**src/sv/sbs_pkg.sv**
```systemverilog
// Shared types and constants for the spectrum band summer.
`default_nettype none

package sbs_pkg;

    // Field widths.
    localparam int BIN_W     = 16;
    localparam int SUM_W     = 23;
    localparam int BAND_W    = 3;
    localparam int EDGE_W    = 8;
    localparam int CNT_W     = 8;
    localparam int NUM_EDGES = 7;
    localparam int CFG_IDX_W = 3;
    localparam int CFG_DAT_W = 8;

    // Configuration register indexes.
    localparam logic [CFG_IDX_W-1:0] CFG_BAND_COUNT = 3'd0;
    localparam logic [CFG_IDX_W-1:0] CFG_EDGE_0     = 3'd1;

    // Reset values of the configuration registers.
    localparam logic [BAND_W-1:0] BAND_COUNT_RST = 3'd1;
    localparam logic [EDGE_W-1:0] EDGE_0_RST     = 8'd0;
    localparam logic [EDGE_W-1:0] EDGE_N_RST     = 8'd128;

    // Largest value a band sum can hold.
    localparam logic [SUM_W-1:0] SUM_MAX = {SUM_W{1'b1}};

    // Current configuration as seen by the datapath.
    typedef struct packed {
        logic [BAND_W-1:0]                  band_count;
        logic [NUM_EDGES-1:0][EDGE_W-1:0]   edges;
    } t_cfg;

    // One finished band.
    typedef struct packed {
        logic [SUM_W-1:0]  band_sum;
        logic [BAND_W-1:0] band_number;
        logic              last_band;
    } t_result;

endpackage

`default_nettype wire

```
**src/sv/sbs_cfg.sv**
```systemverilog
// Configuration register file: band count and band edges.
`default_nettype none

module sbs_cfg
    import sbs_pkg::*;
(
    input  wire logic                 i_clk,
    input  wire logic                 i_rst_n,
    input  wire logic                 i_cfg_we,
    input  wire logic [CFG_IDX_W-1:0] i_cfg_index,
    input  wire logic [CFG_DAT_W-1:0] i_cfg_data,
    output t_cfg                      o_cfg
);

    logic [BAND_W-1:0]                r_band_count;
    logic [NUM_EDGES-1:0][EDGE_W-1:0] r_edges;
    logic [CFG_IDX_W-1:0]             s_edge_idx;

    // Edge registers start at index CFG_EDGE_0 and follow in edge order.
    assign s_edge_idx = i_cfg_index - CFG_EDGE_0;

    // Register writes.
    always_ff @(posedge i_clk) begin
        if (!i_rst_n) begin
            r_band_count <= BAND_COUNT_RST;
            for (int k = 0; k < NUM_EDGES; k++) begin
                r_edges[k] <= (k == 0) ? EDGE_0_RST : EDGE_N_RST;
            end
        end else if (i_cfg_we) begin
            case (i_cfg_index)
                CFG_BAND_COUNT: r_band_count <= i_cfg_data[BAND_W-1:0];
                default:        r_edges[s_edge_idx] <= i_cfg_data[EDGE_W-1:0];
            endcase
        end
    end

    assign o_cfg.band_count = r_band_count;
    assign o_cfg.edges      = r_edges;

endmodule

`default_nettype wire

```
**src/sv/sbs_accum.sv**
```systemverilog
// Band accumulator: bin counter, band pointer and running sum for one frame.
`default_nettype none

module sbs_accum
    import sbs_pkg::*;
#(
    parameter int WINDOW_SIZE = 256,
    parameter int MAX_BANDS   = 6
) (
    input  wire logic             i_clk,
    input  wire logic             i_rst_n,
    input  wire t_cfg             i_cfg,
    input  wire logic             i_go,
    input  wire logic [BIN_W-1:0] i_bin_value,
    input  wire logic             i_last_bin,
    output logic                  o_emit,
    output t_result               o_result
);

    // Counter stops at the last index of the window, never above 255.
    localparam int CNT_LIMIT_I = (WINDOW_SIZE - 1 > 255) ? 255 : WINDOW_SIZE - 1;
    localparam logic [CNT_W-1:0] CNT_LIMIT = CNT_LIMIT_I[CNT_W-1:0];
    // Band count is capped at the number of bands built in.
    localparam int CAP_I = (MAX_BANDS < 1) ? 1 : ((MAX_BANDS > 6) ? 6 : MAX_BANDS);
    localparam logic [BAND_W-1:0] BAND_CAP = CAP_I[BAND_W-1:0];

    logic [CNT_W-1:0]  r_bin_cnt;
    logic [BAND_W-1:0] r_band_ptr;
    logic [SUM_W-1:0]  r_sum;
    logic [CNT_W-1:0]  n_bin_cnt;
    logic [BAND_W-1:0] n_band_ptr;
    logic [SUM_W-1:0]  n_sum;

    logic [BAND_W-1:0] s_used;
    logic [EDGE_W-1:0] s_end_edge;
    logic              s_active;
    logic [SUM_W:0]    s_add;
    logic [SUM_W-1:0]  s_sat;
    logic [BAND_W-1:0] s_ptr_inc;

    // Effective band count: zero acts as one, large values hit the cap.
    always_comb begin
        if (i_cfg.band_count == '0) begin
            s_used = BAND_W'(1);
        end else if (i_cfg.band_count > BAND_CAP) begin
            s_used = BAND_CAP;
        end else begin
            s_used = i_cfg.band_count;
        end
    end

    // End edge of the current band; pointer seven lies beyond the edge array and reads as zero.
    assign s_end_edge = (r_band_ptr < BAND_W'(NUM_EDGES)) ?
                        i_cfg.edges[r_band_ptr] : '0;

    assign s_active = (r_bin_cnt >= i_cfg.edges[0]) && (r_band_ptr != '0) &&
                      (r_band_ptr <= s_used);

    // Saturating add of the bin into the running sum.
    assign s_add = {1'b0, r_sum} + {{(SUM_W + 1 - BIN_W){1'b0}}, i_bin_value};
    assign s_sat = s_add[SUM_W] ? SUM_MAX : s_add[SUM_W-1:0];

    assign s_ptr_inc = r_band_ptr + BAND_W'(1);

    // The band closes at the first bin at or beyond its end edge.
    assign o_emit                = s_active && (r_bin_cnt >= s_end_edge);
    assign o_result.band_sum     = r_sum;
    assign o_result.band_number  = r_band_ptr - BAND_W'(1);
    assign o_result.last_band    = (r_band_ptr == s_used);

    // Next frame state.
    always_comb begin
        n_band_ptr = r_band_ptr;
        n_sum      = r_sum;
        n_bin_cnt  = r_bin_cnt;
        if (s_active) begin
            if (o_emit) begin
                n_band_ptr = s_ptr_inc;
                n_sum      = (s_ptr_inc <= s_used) ?
                             {{(SUM_W - BIN_W){1'b0}}, i_bin_value} : '0;
            end else begin
                n_sum = s_sat;
            end
        end
        if (i_last_bin) begin
            n_bin_cnt  = '0;
            n_band_ptr = BAND_W'(1);
            n_sum      = '0;
        end else if (r_bin_cnt < CNT_LIMIT) begin
            n_bin_cnt = r_bin_cnt + CNT_W'(1);
        end
    end

    // State registers advance once per processed bin.
    always_ff @(posedge i_clk) begin
        if (!i_rst_n) begin
            r_bin_cnt  <= '0;
            r_band_ptr <= BAND_W'(1);
            r_sum      <= '0;
        end else if (i_go) begin
            r_bin_cnt  <= n_bin_cnt;
            r_band_ptr <= n_band_ptr;
            r_sum      <= n_sum;
        end
    end

endmodule

`default_nettype wire

```
**src/sv/spectrum_band_summer.sv**
```systemverilog
// Top level of the spectrum band summer: input register, accumulator, result register.
`default_nettype none

// Sums spectrum bins of one frame into up to six bands set by the edge
// registers and emits one result per finished band. A bin is taken into an
// input register, processed there against the frame state, and a finished
// band is placed in an output register. Throughput is one bin per clock
// cycle unless a closing bin waits on a full output register.
// A bin whose band result cannot be stored while the output register still
// holds an unaccepted band waits in the input register until the output side
// takes that band. The user must write the configuration through the plain
// write port only while the block is idle; the block does not enforce it.
module spectrum_band_summer
    import sbs_pkg::*;
#(
    parameter int WINDOW_SIZE = 256,
    parameter int MAX_BANDS   = 6
) (
    input  wire logic                 i_clk,
    input  wire logic                 i_rst_n,
    // Configuration write port.
    input  wire logic                 i_cfg_we,
    input  wire logic [CFG_IDX_W-1:0] i_cfg_index,
    input  wire logic [CFG_DAT_W-1:0] i_cfg_data,
    // Bin input channel.
    input  wire logic                 i_bin_valid,
    output logic                      o_bin_ready,
    input  wire logic [BIN_W-1:0]     i_bin_value,
    input  wire logic                 i_last_bin,
    // Band output channel.
    output logic                      o_band_valid,
    input  wire logic                 i_band_ready,
    output logic [SUM_W-1:0]          o_band_sum,
    output logic [BAND_W-1:0]         o_band_number,
    output logic                      o_last_band
);

    t_cfg             s_cfg;
    logic             r_in_valid;
    logic [BIN_W-1:0] r_in_bin;
    logic             r_in_last;
    logic             s_emit;
    t_result          s_result;
    logic             s_out_free;
    logic             s_go;
    logic             r_out_valid;
    t_result          r_out;

    sbs_cfg u_cfg (
        .i_clk       (i_clk),
        .i_rst_n     (i_rst_n),
        .i_cfg_we    (i_cfg_we),
        .i_cfg_index (i_cfg_index),
        .i_cfg_data  (i_cfg_data),
        .o_cfg       (s_cfg)
    );

    sbs_accum #(
        .WINDOW_SIZE (WINDOW_SIZE),
        .MAX_BANDS   (MAX_BANDS)
    ) u_accum (
        .i_clk       (i_clk),
        .i_rst_n     (i_rst_n),
        .i_cfg       (s_cfg),
        .i_go        (s_go),
        .i_bin_value (r_in_bin),
        .i_last_bin  (r_in_last),
        .o_emit      (s_emit),
        .o_result    (s_result)
    );

    // A bin proceeds unless it closes a band and the output register is full and not read.
    assign s_out_free  = !r_out_valid || i_band_ready;
    assign s_go        = r_in_valid && (!s_emit || s_out_free);
    assign o_bin_ready = !r_in_valid || s_go;

    // Input register.
    always_ff @(posedge i_clk) begin
        if (!i_rst_n) begin
            r_in_valid <= 1'b0;
        end else if (o_bin_ready) begin
            r_in_valid <= i_bin_valid;
        end
    end

    always_ff @(posedge i_clk) begin
        if (o_bin_ready && i_bin_valid) begin
            r_in_bin  <= i_bin_value;
            r_in_last <= i_last_bin;
        end
    end

    // Output register.
    always_ff @(posedge i_clk) begin
        if (!i_rst_n) begin
            r_out_valid <= 1'b0;
        end else if (s_go && s_emit) begin
            r_out_valid <= 1'b1;
        end else if (i_band_ready) begin
            r_out_valid <= 1'b0;
        end
    end

    always_ff @(posedge i_clk) begin
        if (s_go && s_emit) begin
            r_out <= s_result;
        end
    end

    assign o_band_valid  = r_out_valid;
    assign o_band_sum    = r_out.band_sum;
    assign o_band_number = r_out.band_number;
    assign o_last_band   = r_out.last_band;

    // A band number never reaches the number of bands built in.
    a_band_number_range: assert property (@(posedge i_clk) disable iff (!i_rst_n)
        o_band_valid |-> (int'(o_band_number) < MAX_BANDS))
        else $error("band number out of range");

    // An empty input register always takes the next transfer.
    a_empty_ready: assert property (@(posedge i_clk) disable iff (!i_rst_n)
        !r_in_valid |-> o_bin_ready)
        else $error("input stalled while empty");

    // A closed band shows up on the output in the next cycle.
    a_emit_shows: assert property (@(posedge i_clk) disable iff (!i_rst_n)
        (s_go && s_emit) |=> o_band_valid)
        else $error("finished band not presented");

endmodule

`default_nettype wire

```
**config.mk**
```make
export PLATFORM = sky130hd
export DESIGN_NAME = spectrum_band_summer
export DESIGN_NICKNAME = d
export VERILOG_FILES = /design/src/sv/sbs_pkg.sv /design/src/sv/sbs_cfg.sv /design/src/sv/sbs_accum.sv /design/src/sv/spectrum_band_summer.sv
export SDC_FILE = /design/constraint.sdc
export NUM_CORES = 1
export LEC_CHECK = 0
export BUFFER_PORTS_ARGS = -buffer_cell sky130_fd_sc_hd__buf_2
export CORE_MARGIN = 4
export CORE_UTILIZATION = 65
export DETAILED_ROUTE_END_ITERATION = 6
export HOLD_SLACK_MARGIN = 0.08
export PLACE_DENSITY = 0.86
export SYNTH_ARGS = -nofsm -noshare
export SYNTH_HDL_FRONTEND = slang
export SYNTH_SLANG_ARGS = --single-unit
export TNS_END_PERCENT = 30
```
**constraint.sdc**
```tcl
create_clock -name i_clk -period 7.2 [get_ports i_clk]
set_clock_uncertainty 0.1 [all_clocks]
set_input_delay 0.72 -clock i_clk [delete_from_list [all_inputs] [get_ports i_clk]]
set_output_delay 0.72 -clock i_clk [all_outputs]
set_load 0.01 [all_outputs]
```
==> impl_results.md <==
* Status: completed
* Crit Reg-Reg Startpoint: u_accum.r_band_ptr[1]$_SDFFE_PN0P_
* Critical path cell sequence: nor2_1 -> nand2_1 -> o211ai_1 -> o21ai_0 -> ha_1 -> o21a_1 -> nor2_1 -> o31a_1 -> nor3_4 -> nand2_1 -> nor2_1 -> inv_1 -> buf_2
* Slew Limit Headroom at 0.131
* Final period utilization at 0.683
* Register area share after synthesis at 0.446
* Adder-Cell Fraction of Synth Area at 0.0804
* TNS Setup at 0 ns
* #FFs+latches synth at about 140
* Die area at 12900 um2
* Post-synth net total at roughly 800
* Crit-path slowest cell: dfxtp_1
* Post-synthesis compound-gate area fraction at 0.175
* Routed WL per cell at between 15 and 20 um
* Post-synthesis cell area at 7220 um2
* Synth cell types at between 60 and 70
* Final setup fails at 0
* Register Area at 3220 um2
* Ys flop type: dfxtp_1
* Clk_lat worst skew at approximately 0.55 ns
* Asr flop ratio synth at 0
* First-pass GRT wire length at 29.3 mm
* Flop2flop setup slack at 2.56 ns
* Fmax at 203 MHz
* Seq pwr share at 0.452
* Comb pwr share at 0.091
* Synth Area per Inst at 10.3 um2
* Hold worst-path end: r_in_bin[1]$_DFFE_PP_
* All-Layer GR Usage at 0.291
* Worst R2R Path Depth at 12
* Setup bufs post-CTS at 0
* Clock power frac at 0.457
* FP Rows at 38
* Critical path's largest stage delay at a little over 1 ns
* Sw power at 462 uW
* Die Width at 113 um
* Via/cell ratio at 6.43
* Worst hold path type: input port to flop
* Gr ovfl total at 0
* DRC viols at 0
* Data arrival time of the worst path at 4.10 ns
* Post-DP HPWL at around 12 mm
* Required time worst endpoint at 6.38 ns
* Post-DRT Antenna Nets at 0
* P_leak at 0.00336 uW
* CP Max Fanout at 21
* Yosys warning count at 0
* RSZ-0062 raised after global routing: no
* Setup crit start kind: flop
* Post-cts sizing count at 0
* Critical path endpoint category: output pin
* Worst vdd ir at 0.000213 V
* Crit path kind: flop to output pin
* Initial antenna violation count at 0
* # hold bufs at CTS at 0
* Fillers at 728
* Post-synthesis xor/xnor area fraction at 0.0158
* Slew Limit Fails at 0
* Num ports at 62
* Switching Fraction at 0.248
* P&R area growth vs syn at 13.3%
* Wirelength, routed at 17.9 mm
* Nets at approximately 830
* Multi-input logic area at 3750 um2
* Post-synth EDFFs at 44
* Clk sink count at about 140
* Util after Layout at 0.755
* CTS max path bufs at 2
* H-tree levels at 4
* CTS tree: built
* Clock buffer count from CTS at 17
* Reg2reg end: u_accum.r_sum[18]$_SDFFE_PN0P_
* Cells after Synth at 703
* Fin crit period at between 4 and 5 ns
* Most numerous cell on the critical path: nor2_1
* PortBufs at 61
* Routability cong. at 0.923
* Share of layout cells above drive strength 1 at 0.178
* Vias in the first global route at 5915
* Int Pwr at 1400 uW
* Pin count of the biggest net entering global routing at 78
* Vias at around 5800
* Initial Util at 0.666
* Multiplexer share of the synthesized area at 0.119
* Antenna Cells at 0
* Slew @ Worst Pin at approximately 1.3 ns
* Worst-path clk slew at 0.06 ns
* Largest family of logic cells by synthesized area: compound AO/OA/AOI/OAI gates
* Power density over cell area at 228 nW/um2
* Drt initial violations at 565
* Max Cap Viol at 0
* Hold Path Stages at 1
* Die height at 113 um
* Final Hold Fails at 0
* Post-synthesis simple-gate area fraction at 0.128
* Root buf cell: clkbuf_8
* Drt pass-1 iters at 5
* Hold Path Origin: i_bin_value[1]
* Core ar. at 10800 um2
registers in the layout, indices dropped and copies added (netlist names):
name / cells
r_in_last: 1
o_band_valid: 1
u_cfg.o_cfg: 56
o_band_number: 3
u_accum.r_band_ptr: 3
o_last_band: 1
o_band_sum: 23
r_in_valid: 1
u_cfg.r_band_count: 3
u_accum.r_bin_cnt: 8
u_accum.r_sum: 23
r_in_bin: 16
area by class of cell:
class	instances	area share
Sequential cell	139	0.394
Tap cell	140	0.0214
Clock buffer	21	0.0589
Clock inverter	11	0.0124
Inverter	25	0.0115
Multi-Input combinational cell	500	0.458
Timing Repair Buffer	68	0.0437
per-layer routing:
metal,vias up,part of all wire,GRT usage
li1,2686,-,-
met1,2765,0.40,0.352
met2,301,0.49,0.493
met3,57,0.077,0.0631
met4,0,0.033,0.147
met5,-,0,0
cell usage in the layout (no fill, tap or decap), drive strengths merged, types with 25 or more instances in the layout:
cell type   n
dfxtp      95
nor2       75
buf        68
mux2i      67
nand2      57
a21oi      55
ha         44
edfxtp     44
inv        30
o21ai      25
cells by family after synthesis:
| family | count (synthesis) |
|---|---|
| buffers and inverters | 64 |
| adders and majority gates | 46 |
| DFF | 139 |
| and+or+nand+nor | 193 |
| xor gates and xnor gates | 13 |
| AOI/OAI and AO/OA | 172 |
| muxes | 76 |
synth_stat cells, types with 3 or more instances:
library cell / number / area share
xor2_1: 7 / 0.0085
a211o_1: 13 / 0.016
nor3_1: 7 / 0.0048
a32o_1: 5 / 0.0069
or3_1: 3 / 0.0026
edfxtp_1: 44 / 0.18
nor2b_1: 4 / 0.0035
a21oi_1: 53 / 0.037
nand2_1: 57 / 0.030
o31ai_1: 4 / 0.0042
nand3_1: 5 / 0.0035
a211oi_2: 3 / 0.0052
nor3_2: 3 / 0.0042
clkbuf_1: 27 / 0.014
buf_1: 3 / 0.0016
a21o_1: 12 / 0.012
and3_1: 12 / 0.010
nor2_1: 75 / 0.039
mux4_2: 8 / 0.025
ha_1: 44 / 0.076
o221a_2: 4 / 0.0062
nor3b_1: 3 / 0.0031
o21a_1: 7 / 0.0073
buf_2: 6 / 0.0042
nand4_1: 7 / 0.0061
dfxtp_1: 95 / 0.26
buf_4: 3 / 0.0031
a31oi_1: 3 / 0.0026
xnor2_1: 6 / 0.0073
a41oi_1: 3 / 0.0036
inv_1: 25 / 0.013
a211oi_1: 4 / 0.0042
o211ai_1: 12 / 0.012
o21ai_0: 23 / 0.016
mux2i_1: 67 / 0.093
nor4b_1: 4 / 0.0048
worst max-delay path, delay by kind of cell (launching register included):
kind	cells	cell delay [ns]
adder cells (fa/ha/maj)	1	0.26
flip-flops	1	1.01
AND/OR/NAND/NOR	6	1.38
AO/OA/AOI/OAI	4	0.72
buffers and inverters	2	0.20
power groups by stage:
stage	registers (uW)	clock network (uW)	logic (uW)
after floorplan	852	0	123
after global placement	857	0	154
after detailed placement	858	0	165
after CTS	841	856	167
after global routing	843	896	185
final	842	852	170
through the flow:
step | hold WS, ns | cells | setup slack, ns | power [uW] | area, um2
2_1_floorplan | 0.334 | 703 | 2.74 | 976 | 7220
3_3_place_gp | 0.351 | 872 | 3.05 | 1010 | 7600
3_5_place_dp | 0.352 | 872 | 2.76 | 1020 | 7600
4_1_cts | 0.233 | 904 | 2.33 | 1860 | 8180
5_1_grt | 0.234 | 904 | 1.91 | 1920 | 8180
6_report | 0.245 | 904 | 2.28 | 1860 | 8180
worst max-delay path by stage:
stage / start / to / cells past startpoint / slack (ns)
finish: u_accum.r_band_ptr[1]$_SDFFE_PN0P_ / o_bin_ready / 13 / 2.28
global route: u_accum.r_band_ptr[1]$_SDFFE_PN0P_ / o_bin_ready / 13 / 1.91
CTS: u_accum.r_band_ptr[1]$_SDFFE_PN0P_ / o_bin_ready / 13 / 2.33
detailed placement: u_accum.r_band_ptr[1]$_SDFFE_PN0P_ / u_accum.r_sum[18]$_SDFFE_PN0P_ / 12 / 2.76
global placement: u_accum.r_band_ptr[1]$_SDFFE_PN0P_ / u_accum.r_sum[20]$_SDFFE_PN0P_ / 11 / 3.05
floorplan: u_accum.r_band_ptr[0]$_SDFFE_PN1P_ / o_band_number[0]$_DFFE_PP_ / 12 / 2.74
No activity file was read; power rests on OpenSTA's default activity.
